==> src/rtl/lss_pkg.sv <==
// shared types and constants for the lifo stack with search
package lss_pkg;

    localparam int unsigned VAL_W = 32;
    localparam int unsigned CNT_W = 5;

    typedef enum logic [1:0] {
        OP_PUSH  = 2'd0,
        OP_POP   = 2'd1,
        OP_PEEK  = 2'd2,
        OP_COUNT = 2'd3
    } t_opcode;

    typedef enum logic [1:0] {
        ST_OK        = 2'd0,
        ST_OVERFLOW  = 2'd1,
        ST_UNDERFLOW = 2'd2
    } t_status;

    typedef struct packed {
        t_opcode                   opcode;
        logic signed [VAL_W-1:0]   operand_value;
    } t_in_item;

    typedef struct packed {
        logic signed [VAL_W-1:0]   top_value;
        logic [CNT_W-1:0]          fill_level;
        logic                      is_empty;
        logic                      is_full;
        logic [CNT_W-1:0]          match_count;
        logic                      is_present;
        t_status                   status;
    } t_out_item;

endpackage

==> src/rtl/lss_ram.sv <==
// generic single write port, single read port ram with registered read
module lss_ram #(
    parameter int unsigned WIDTH = 32,
    parameter int unsigned DEPTH = 16
) (
    input  logic                     i_clk,
    input  logic                     i_wr_en,
    input  logic [$clog2(DEPTH)-1:0] i_wr_addr,
    input  logic [WIDTH-1:0]         i_wr_data,
    input  logic [$clog2(DEPTH)-1:0] i_rd_addr,
    output logic [WIDTH-1:0]         o_rd_data
);

    logic [WIDTH-1:0] r_mem [DEPTH];
    logic [WIDTH-1:0] r_rd_data;

    always_ff @(posedge i_clk) begin
        if (i_wr_en) begin
            r_mem[i_wr_addr] <= i_wr_data;
        end
        r_rd_data <= r_mem[i_rd_addr];
    end

    assign o_rd_data = r_rd_data;

endmodule

==> src/rtl/lss_ctrl.sv <==
// stack sequencer with the shared compare and count unit for match queries
module lss_ctrl #(
    parameter int unsigned STACK_DEPTH = 16,
    parameter int unsigned DATA_WIDTH  = 32
) (
    input  logic                           i_clk,
    input  logic                           i_rst_n,
    input  logic                           i_in_valid,
    input  lss_pkg::t_in_item              i_in_item,
    output logic                           o_in_ready,
    output logic                           o_res_valid,
    output lss_pkg::t_out_item             o_res_item,
    input  logic                           i_res_take,
    output logic                           o_ram_wr_en,
    output logic [$clog2(STACK_DEPTH)-1:0] o_ram_wr_addr,
    output logic [DATA_WIDTH-1:0]          o_ram_wr_data,
    output logic [$clog2(STACK_DEPTH)-1:0] o_ram_rd_addr,
    input  logic [DATA_WIDTH-1:0]          i_ram_rd_data
);

    import lss_pkg::*;

    localparam int unsigned AW = $clog2(STACK_DEPTH);
    localparam int unsigned LW = $clog2(STACK_DEPTH + 1);

    typedef enum logic [4:0] {
        S_IDLE  = 5'b00001,
        S_POPRD = 5'b00010,
        S_SCAN  = 5'b00100,
        S_LAST  = 5'b01000,
        S_DONE  = 5'b10000
    } t_state;

    t_state                r_state, n_state;
    logic [LW-1:0]         r_level, n_level;
    logic [LW-1:0]         r_count, n_count;
    logic [AW-1:0]         r_idx, n_idx;
    logic                  r_cmp_vld, n_cmp_vld;
    t_status               r_status, n_status;
    logic [DATA_WIDTH-1:0] r_top, n_top;
    logic [DATA_WIDTH-1:0] r_val, n_val;

    logic [DATA_WIDTH-1:0] in_val;
    logic                  is_empty;
    logic                  is_full;
    logic                  hit;
    logic signed [63:0]    top_sx;

    assign in_val   = DATA_WIDTH'($unsigned(i_in_item.operand_value));
    assign is_empty = (r_level == '0);
    assign is_full  = (r_level == LW'(STACK_DEPTH));
    assign hit      = r_cmp_vld && (i_ram_rd_data == r_val);

    always_comb begin
        n_state       = r_state;
        n_level       = r_level;
        n_count       = r_count;
        n_idx         = r_idx;
        n_cmp_vld     = 1'b0;
        n_status      = r_status;
        n_top         = r_top;
        n_val         = r_val;
        o_ram_wr_en   = 1'b0;
        o_ram_wr_addr = AW'(r_level);
        o_ram_wr_data = in_val;
        o_ram_rd_addr = r_idx;
        unique case (r_state)
            S_IDLE: begin
                if (i_in_valid) begin
                    n_status = ST_OK;
                    n_count  = '0;
                    n_idx    = '0;
                    n_val    = in_val;
                    n_state  = S_DONE;
                    unique case (i_in_item.opcode)
                        OP_PUSH: begin
                            if (is_full) begin
                                n_status = ST_OVERFLOW;
                            end else begin
                                o_ram_wr_en = 1'b1;
                                n_level     = r_level + LW'(1);
                                n_top       = in_val;
                            end
                        end
                        OP_POP: begin
                            if (is_empty) begin
                                n_status = ST_UNDERFLOW;
                            end else begin
                                n_level       = r_level - LW'(1);
                                o_ram_rd_addr = AW'(r_level - LW'(2));
                                if (r_level != LW'(1)) begin
                                    n_state = S_POPRD;
                                end
                            end
                        end
                        OP_PEEK: begin
                            if (is_empty) begin
                                n_status = ST_UNDERFLOW;
                            end
                        end
                        OP_COUNT: begin
                            if (!is_empty) begin
                                n_state = S_SCAN;
                            end
                        end
                        default: n_status = ST_OK;
                    endcase
                end
            end
            S_POPRD: begin
                n_top   = i_ram_rd_data;
                n_state = S_DONE;
            end
            S_SCAN: begin
                o_ram_rd_addr = r_idx;
                n_idx         = r_idx + AW'(1);
                n_cmp_vld     = 1'b1;
                if (hit) begin
                    n_count = r_count + LW'(1);
                end
                if (r_idx == AW'(r_level - LW'(1))) begin
                    n_state = S_LAST;
                end
            end
            S_LAST: begin
                if (hit) begin
                    n_count = r_count + LW'(1);
                end
                n_state = S_DONE;
            end
            S_DONE: begin
                if (i_res_take) begin
                    n_state = S_IDLE;
                end
            end
            default: n_state = S_IDLE;
        endcase
    end

    always_ff @(posedge i_clk) begin
        if (!i_rst_n) begin
            r_state   <= S_IDLE;
            r_level   <= '0;
            r_count   <= '0;
            r_idx     <= '0;
            r_cmp_vld <= 1'b0;
            r_status  <= ST_OK;
        end else begin
            r_state   <= n_state;
            r_level   <= n_level;
            r_count   <= n_count;
            r_idx     <= n_idx;
            r_cmp_vld <= n_cmp_vld;
            r_status  <= n_status;
        end
        r_top <= n_top;
        r_val <= n_val;
    end

    // sign extend from the data width, then keep the field width
    assign top_sx = 64'(signed'(r_top));

    assign o_in_ready  = (r_state == S_IDLE);
    assign o_res_valid = (r_state == S_DONE);

    always_comb begin
        o_res_item             = '0;
        o_res_item.top_value   = is_empty ? '0 : top_sx[VAL_W-1:0];
        o_res_item.fill_level  = CNT_W'(r_level);
        o_res_item.is_empty    = is_empty;
        o_res_item.is_full     = is_full;
        o_res_item.match_count = CNT_W'(r_count);
        o_res_item.is_present  = (r_count != '0);
        o_res_item.status      = r_status;
    end

    a_onehot_state: assert property (@(posedge i_clk) disable iff (!i_rst_n)
        $onehot(r_state))
        else $error("state register not one-hot");

    a_level_bound: assert property (@(posedge i_clk) disable iff (!i_rst_n)
        r_level <= LW'(STACK_DEPTH))
        else $error("fill level above depth");

    a_count_bound: assert property (@(posedge i_clk) disable iff (!i_rst_n)
        r_count <= r_level)
        else $error("match count above fill level");

    a_push_grows: assert property (@(posedge i_clk) disable iff (!i_rst_n)
        (r_state == S_IDLE && i_in_valid && i_in_item.opcode == OP_PUSH && !is_full)
        |=> (r_level == $past(r_level) + LW'(1)))
        else $error("accepted push did not grow the stack");

    a_scan_in_range: assert property (@(posedge i_clk) disable iff (!i_rst_n)
        (r_state == S_SCAN) |-> (LW'(r_idx) < r_level))
        else $error("scan index past fill level");

endmodule

==> src/rtl/lifo_stack_with_search.sv <==
// Last-in first-out stack of STACK_DEPTH entries with a match-count query.
// Push and peek go straight from acceptance to the result; a pop that leaves
// entries behind first passes through a read state, in which one registered
// ram read fetches the new top; and a count query on a non-empty stack scans
// the entries, since one compare and count unit walks the entry ram one
// address per cycle; a count on an empty stack goes straight to the result.
// No item is accepted while one is in progress; a finished result sits in the
// output register, so the next item can be accepted while it waits to be taken.
module lifo_stack_with_search #(
    parameter int unsigned STACK_DEPTH = 16,
    parameter int unsigned DATA_WIDTH  = 32
) (
    input  logic               i_clk,
    input  logic               i_rst_n,
    input  logic               i_in_valid,
    output logic               o_in_stall,
    input  lss_pkg::t_in_item  i_in_item,
    output logic               o_out_valid,
    input  logic               i_out_stall,
    output lss_pkg::t_out_item o_out_item
);

    import lss_pkg::*;

    localparam int unsigned AW = $clog2(STACK_DEPTH);

    logic                  in_ready;
    logic                  res_valid;
    t_out_item             res_item;
    logic                  res_take;
    logic                  ram_wr_en;
    logic [AW-1:0]         ram_wr_addr;
    logic [DATA_WIDTH-1:0] ram_wr_data;
    logic [AW-1:0]         ram_rd_addr;
    logic [DATA_WIDTH-1:0] ram_rd_data;

    logic                  r_out_vld, n_out_vld;
    t_out_item             r_out_item;

    lss_ctrl #(
        .STACK_DEPTH (STACK_DEPTH),
        .DATA_WIDTH  (DATA_WIDTH)
    ) u_ctrl (
        .i_clk         (i_clk),
        .i_rst_n       (i_rst_n),
        .i_in_valid    (i_in_valid),
        .i_in_item     (i_in_item),
        .o_in_ready    (in_ready),
        .o_res_valid   (res_valid),
        .o_res_item    (res_item),
        .i_res_take    (res_take),
        .o_ram_wr_en   (ram_wr_en),
        .o_ram_wr_addr (ram_wr_addr),
        .o_ram_wr_data (ram_wr_data),
        .o_ram_rd_addr (ram_rd_addr),
        .i_ram_rd_data (ram_rd_data)
    );

    lss_ram #(
        .WIDTH (DATA_WIDTH),
        .DEPTH (STACK_DEPTH)
    ) u_ram (
        .i_clk     (i_clk),
        .i_wr_en   (ram_wr_en),
        .i_wr_addr (ram_wr_addr),
        .i_wr_data (ram_wr_data),
        .i_rd_addr (ram_rd_addr),
        .o_rd_data (ram_rd_data)
    );

    // output register
    assign res_take = res_valid && (!r_out_vld || !i_out_stall);

    always_comb begin
        n_out_vld = r_out_vld;
        if (res_take) begin
            n_out_vld = 1'b1;
        end else if (!i_out_stall) begin
            n_out_vld = 1'b0;
        end
    end

    always_ff @(posedge i_clk) begin
        if (!i_rst_n) begin
            r_out_vld <= 1'b0;
        end else begin
            r_out_vld <= n_out_vld;
        end
        if (res_take) begin
            r_out_item <= res_item;
        end
    end

    assign o_in_stall  = !in_ready;
    assign o_out_valid = r_out_vld;
    assign o_out_item  = r_out_item;

endmodule

==> config.mk <==
export PLATFORM = sky130hd
export DESIGN_NAME = lifo_stack_with_search
export DESIGN_NICKNAME = d
export VERILOG_FILES = /design/src/rtl/lss_pkg.sv /design/src/rtl/lss_ram.sv /design/src/rtl/lss_ctrl.sv /design/src/rtl/lifo_stack_with_search.sv
export SDC_FILE = /design/constraint.sdc
export NUM_CORES = 1
export LEC_CHECK = 0
export BUFFER_PORTS_ARGS = -buffer_cell sky130_fd_sc_hd__buf_2
export CAP_MARGIN = 40
export CORE_MARGIN = 10
export CORE_UTILIZATION = 45
export DETAILED_ROUTE_END_ITERATION = 12
export PLACE_DENSITY = 0.67
export SLEW_MARGIN = 40
export SYNTH_ARGS = -nofsm -noshare
export SYNTH_HDL_FRONTEND = slang
export SYNTH_SLANG_ARGS = --single-unit
==> constraint.sdc <==
create_clock -name i_clk -period 10.6 [get_ports i_clk]
set_input_delay 1.59 -clock i_clk [delete_from_list [all_inputs] [get_ports i_clk]]
set_output_delay 1.59 -clock i_clk [all_outputs]
set_load 0.005 [all_outputs]
[After elaboration in Yosys (flattened, before gate mapping)]
Memory sizes are Yosys's and may differ from the RTL's. A register that Yosys moved wholly into a read port is not among the register bits.
Cells that the tools add are included.
Word-level totals
  input bits: 38
  register bits after elaboration: 134
  memory bits (writable): 512
  memories kept: 1
Operators by class
  reductions and logical operators: 22
  $add $sub $neg: 5
  multiplexer cells: 36
  eq/ne operators: 21
Memory list
  u_ram.r_mem: words 16, bits a word 32, rd ports 1, clocked after memory_dff 1, wr ports 1, line lss_ram.sv:14  | logic [WIDTH-1:0] r_mem [DEPTH];
Operators by type and width (count)
  32-bit 2-to-1 mux: 3
  32-bit case mux with 2 select lines: 1
  5-bit 2-to-1 mux: 10
  32-bit equality test: 1
  5-bit case mux with 2 select lines: 3
  4-bit 2-to-1 mux: 5
  5-bit case mux with 4 select lines: 1
  5-bit by 1-bit adder with 5-bit output, second input constant: 2
  5-bit equality test, second input constant: 2
  1-bit 2-to-1 mux: 10
  2-bit by 1-bit != test with 1-bit output, second input constant: 5
  2-bit != test, second input constant: 4
  4-bit case mux with 2 select lines: 1
  2-bit nonzero test: 4
  3-bit AND reduction: 2
  2-bit OR reduction: 3
  5-bit by 1-bit equality test with 1-bit output, second input constant: 1
  5-bit by 2-bit equality test with 1-bit output, second input constant: 1
  5-bit by 3-bit equality test with 1-bit output, second input constant: 1
  5-bit by 4-bit equality test with 1-bit output, second input constant: 1
  5-bit logical NOT: 1
  5-bit by 1-bit != test with 1-bit output, second input constant: 1
  5-bit AND reduction: 1
  5-bit nonzero test: 1
  other kinds (14): 19

[Logic depth before layout (Yosys ltp)]
  word-level depth: 7
  gate-level depth with buffers: 12
  depth with buffers taken out: 9

[Cells and area by module]
Synthesis repeated with hierarchy kept, for this count alone.
Second synthesis, totals
  cell total of the unflattened synthesis: 1292
  area, all modules: 25967.4 sq um
Modules (own cells, without submodules)
  lss_ram: instances 1, area an instance 19835.3 sq um, sequential area each 16015.4 sq um, cells each 838
  lss_ctrl: instances 1, area an instance 4678.2 sq um, sequential area each 2362.3 sq um, cells each 402
  lifo_stack_with_search: instances 1, area an instance 1453.9 sq um, sequential area each 1431.4 sq um, cells each 52

[Worst setup path before layout]
No wires, ideal clock.
  kind: in2reg
  start point: input i_out_stall
  end point: register r_out_item, in the netlist o_out_item[0] (enable)
  stages on the path: 1
  required time: 10.133 ns
  slack: 6.223 ns
  arrival time: 3.910 ns
  cells stage by stage: a21oi_1
On the way
  cells in the longest elaborated chain, start to end: 3
RTL lines
  start: declaration: line lifo_stack_with_search.sv:19  | input logic i_out_stall,
  1-bit logical NOT
  1-bit logical OR: line lifo_stack_with_search.sv:72  | assign res_take = res_valid && (!r_out_vld || !i_out_stall);
  1-bit logical AND: line lifo_stack_with_search.sv:72
  end signal: assignment: line lifo_stack_with_search.sv:90  | r_out_item <= res_item;
  end: declaration: line lifo_stack_with_search.sv:38  | t_out_item r_out_item;
Every way passes these cells.
A chain may end at the register's enable or synchronous reset.

[Worst setup path after layout]
  start point: input i_in_item[33] (netlist name)
  end point: register u_ram.r_rd_data[18] (netlist: u_ram.o_rd_data[18]) (read register of u_ram.r_mem)
On the way
  cells in the longest elaborated chain, start to end: 4
RTL lines
  start: declaration: line lifo_stack_with_search.sv:17  | input lss_pkg::t_in_item i_in_item,
  2-bit by 1-bit equality test with 1-bit output: line lss_ctrl.sv:75  | unique case (i_in_item.opcode)
  4-bit 2-to-1 mux: line lss_ctrl.sv:75
  4-bit 2-to-1 mux: line lss_ctrl.sv:69  | if (i_in_valid) begin
  4-bit 2-to-1 mux: line lss_ctrl.sv:67  | unique case (r_state)
  end: declaration: line lss_ram.sv:15  | logic [WIDTH-1:0] r_rd_data;
Every way passes these cells.

==> metrics.md <==
| Metric | Value |
|---|---|
| Status | `finished clean` |
| Total grt overflow | `0` |
| Yosys top cell area share | `69.3%` |
| Total I/O pin count | `87` |
| Post-Synthesis Cell Area | `27000 um2` |
| Area leader, netlist | `edfxtp_1` |
| Setup bufs post-CTS | `0` |
| Req. time, crit path | `11140 ps` |
| Synth cell types | `63` |
| Met2 wire length | `35.5 mm` |
| Filler cells | `4842` |
| Worst Hold Class | `reg2reg` |
| Vias | `16664` |
| Ys Warns | `0` |
| Sequential share of the synthesized area | `73.4%` |
| Gate power share | `6.4%` |
| Slowest CP cell | `nand2_8` |
| Layout cells sized above 1 | `16.6%` |
| Wire length on met3 | `6.45 mm` |
| Die Y | `265 um` |
| Initial antenna violation count | `8` |
| Synth Register Bits | `678` |
| CP top delay family | `simple AND/OR/NAND/NOR gates` |
| Fin Clk Skew | `33.5 ps` |
| Clock Path Buffers | `3` |
| Static Leak | `0.0106 uW` |
| Tightest Pin Transition | `868 ps` |
| Wl on met1 | `28.5 mm` |
| Switch share | `22.5%` |
| Worst Path Buf+Inv | `3` |
| Fmax | `0.210 GHz` |
| CTS tree | `yes` |
| Post-CTS Resized | `0` |
| Vias in the first global route | `16410` |
| Die width | `265 um` |
| Commonest cells post-synth | `edfxtp_1 (623), nand2_1 (227), and3_1 (99), a211oi_1 (70), clkbuf_1 (70)` |
| Iter 0 DRT Violations | `1692` |
| Placed cell areas | `28400 um2` |
| Setup-failing EPs final | `0` |
| Total track usage | `20.3%` |
| P per Cell Area | `188 nW/um2` |
| Initial Util | `45.6%` |
| Final #Nets | `1967` |
| Post-Syn Area per Cell | `14.7 um2` |
| Routed WL | `73.1 mm` |
| CTS buffer count | `67` |
| Clock power frac | `40.6%` |
| Synth async-reset ratio | `0%` |
| Worst path arrival time | `5310 ps` |
| Drt first pass iters | `5` |
| GPL Wtd Cong | `0.804` |
| Endpoints failing hold | `0` |
| Clock latency on the worst-skew pair | `620 ps` |
| Final design utilization | `51.6%` |
| Main synth FF type | `edfxtp_1` |
| Syn_nets | `1894` |
| Worst Setup Path Type | `in2reg` |
| WL per Instance | `26.7 um` |
| Internal power | `4450 uW` |
| Crit path capture type | `flip-flop` |
| Synth top area cells | `edfxtp_1 (69%), dfxtp_1 (4.1%), nand2_1 (3.2%)` |
| Synth Instances | `1841` |
| Core ar. | `59200 um2` |
| Post-route minimum period | `4770 ps` |
| Post-route DRC | `0` |
| H-tree depth | `3` |
| R2R Setup Slk | `5880 ps` |
| First-pass GRT wire length | `107 mm` |
| Unrepaired setup endpoints after global routing | `false` |
| CTS root buf | `clkbuf_16` |
| HPWL after DPL | `37.4 mm` |
| Number of synthesized flops with an enable pin | `623` |
| Final worst path period share | `45.0%` |
| Hold Buf Count CTS | `0` |
| Reg power frac | `53.1%` |
| Clock slew at reported path FFs | `60 ps` |
| Post-layout instance area | `30500 um2` |
| Setup TNS | `0 ps` |
| Via-to-Cell Ratio | `6.08` |
| Largest net degree at the start of global routing | `114` |
| Highest routed layer | `met5` |
| Site row count | `89` |
| Slew HR | `42.1%` |
| Top-count cell post-synth | `edfxtp_1` |
| Slowest stage delay, CP | `730 ps` |
| Worst vdd ir | `0.0997 mV` |
| Crit start category | `primary input` |
| CP max FO | `113` |
| NetSw | `1300 uW` |
| ANT nets after route | `0` |
| CTS Sinks | `678` |
| Slew Viols, Final | `0` |
| Die area | `70200 um2` |
| # Max-Cap Violations | `0` |
| P&R area growth vs syn | `13.1%` |
| Critical Path, Cell by Cell | `buf_2, inv_1, ha_1, and2_1, nand4_4, nand2_8, buf_4, nand2_1, a311o_1, o211ai_1` |
| IO Port Bufs | `86` |
==> final timing paths <==
path / startpoint / to / cells after the start
setup reg to reg: u_ctrl.r_level[1] / u_ram.o_rd_data[18] / 9
hold reg to reg: u_ctrl.r_status[1] / o_out_item[1] / 0
setup / recovery: i_in_item[33] / u_ram.o_rd_data[18] / 10
hold / removal: u_ctrl.r_status[1] / o_out_item[1] / 0
==> through the flow <==
stage	hold slack [ps]	total power [uW]	cells	worst slack, ps
after CTS	429	5770	2739	5940
after detailed placement	417	3470	2618	5300
final	432	5750	2740	5830
after global placement	420	3460	2618	5460
after floorplan	403	3290	1841	6220
after global routing	451	5900	2740	5580
==> cell families (layout without fill, tap and decap cells) <==
family / Yosys count / after routing / synth area share, %
flip-flops: 678 / 678 / 73.4
multiplexers: 40 / 40 / 1.67
AND/OR/NAND/NOR: 484 / 484 / 8.72
adder cells (fa/ha/maj): 15 / 15 / 0.695
AO/OA/AOI/OAI: 406 / 406 / 11.2
XOR/XNOR: 49 / 49 / 1.59
other: 0 / 1 / 0
buffers and inverters: 169 / 294 / 2.77
==> registers in the layout (all words and copies together), names as in the netlist <==
| name | cells |
|---|---|
| u_ctrl.r_top | 32 |
| o_out_valid | 1 |
| u_ctrl.r_val | 32 |
| u_ctrl.r_level | 5 |
| u_ctrl.r_count | 5 |
| u_ctrl.r_idx | 4 |
| u_ram.r_mem | 512 |
| u_ctrl.r_status | 2 |
| u_ctrl.r_cmp_vld | 1 |
| o_out_item | 47 |
| u_ram.o_rd_data | 32 |
| u_ctrl.r_state | 5 |
==> power by group through the flow <==
stage	clock network, uW	registers [uW]	logic [uW]
6_report	2330	3050	365
5_1_grt	2460	3060	387
4_1_cts	2360	3050	363
3_5_place_dp	0	3110	361
3_3_place_gp	0	3100	356
2_1_floorplan	0	3100	192
==> routing by layer <==
| layer | track usage (%) | vias up |
|---|---|---|
| met4 | 8.67 | 10 |
| met2 | 33.6 | 844 |
| li1 | - | 7184 |
| met1 | 25.7 | 8465 |
| met5 | 0 | - |
| met3 | 4.08 | 161 |
==> placed cells by master (no fill, tap or decap), drive strengths merged, types with 2 or more instances in the layout <==
cell type	n
nor3	5
a21boi	4
xor2	29
or4b	2
and3	99
mux2i	8
or2	2
nor2	42
o211a	29
a21oi	69
a211o	58
and2	33
a31o	30
clkbuf	90
clkinv	23
a41o	3
nand3	44
o41ai	3
nor4	6
a31oi	4
nor3b	2
buf	126
o311ai	3
edfxtp	623
dfxtp	55
mux2	32
a311o	29
o32ai	4
o211ai	30
inv	50
nand2b	3
bufinv	4
a211oi	70
or3	6
ha	15
xnor2	20
o21ai	64
nand4	6
nand2	228
==> final cells by class <==
| type | count | area, um2 | area share (%) |
|---|---|---|---|
| clock buffer | 90 | 1840 | 6.04 |
| timing repair buffer | 126 | 749 | 2.45 |
| clock inverter | 31 | 284 | 0.930 |
| tap | 773 | 967 | 3.17 |
| sequential | 678 | 19800 | 64.9 |
| multi-input combinational | 994 | 6710 | 22.0 |
| antenna | 1 | 2.50 | 0.00819 |
| inverter | 47 | 178 | 0.582 |
Power figures use the tool's default switching activity.
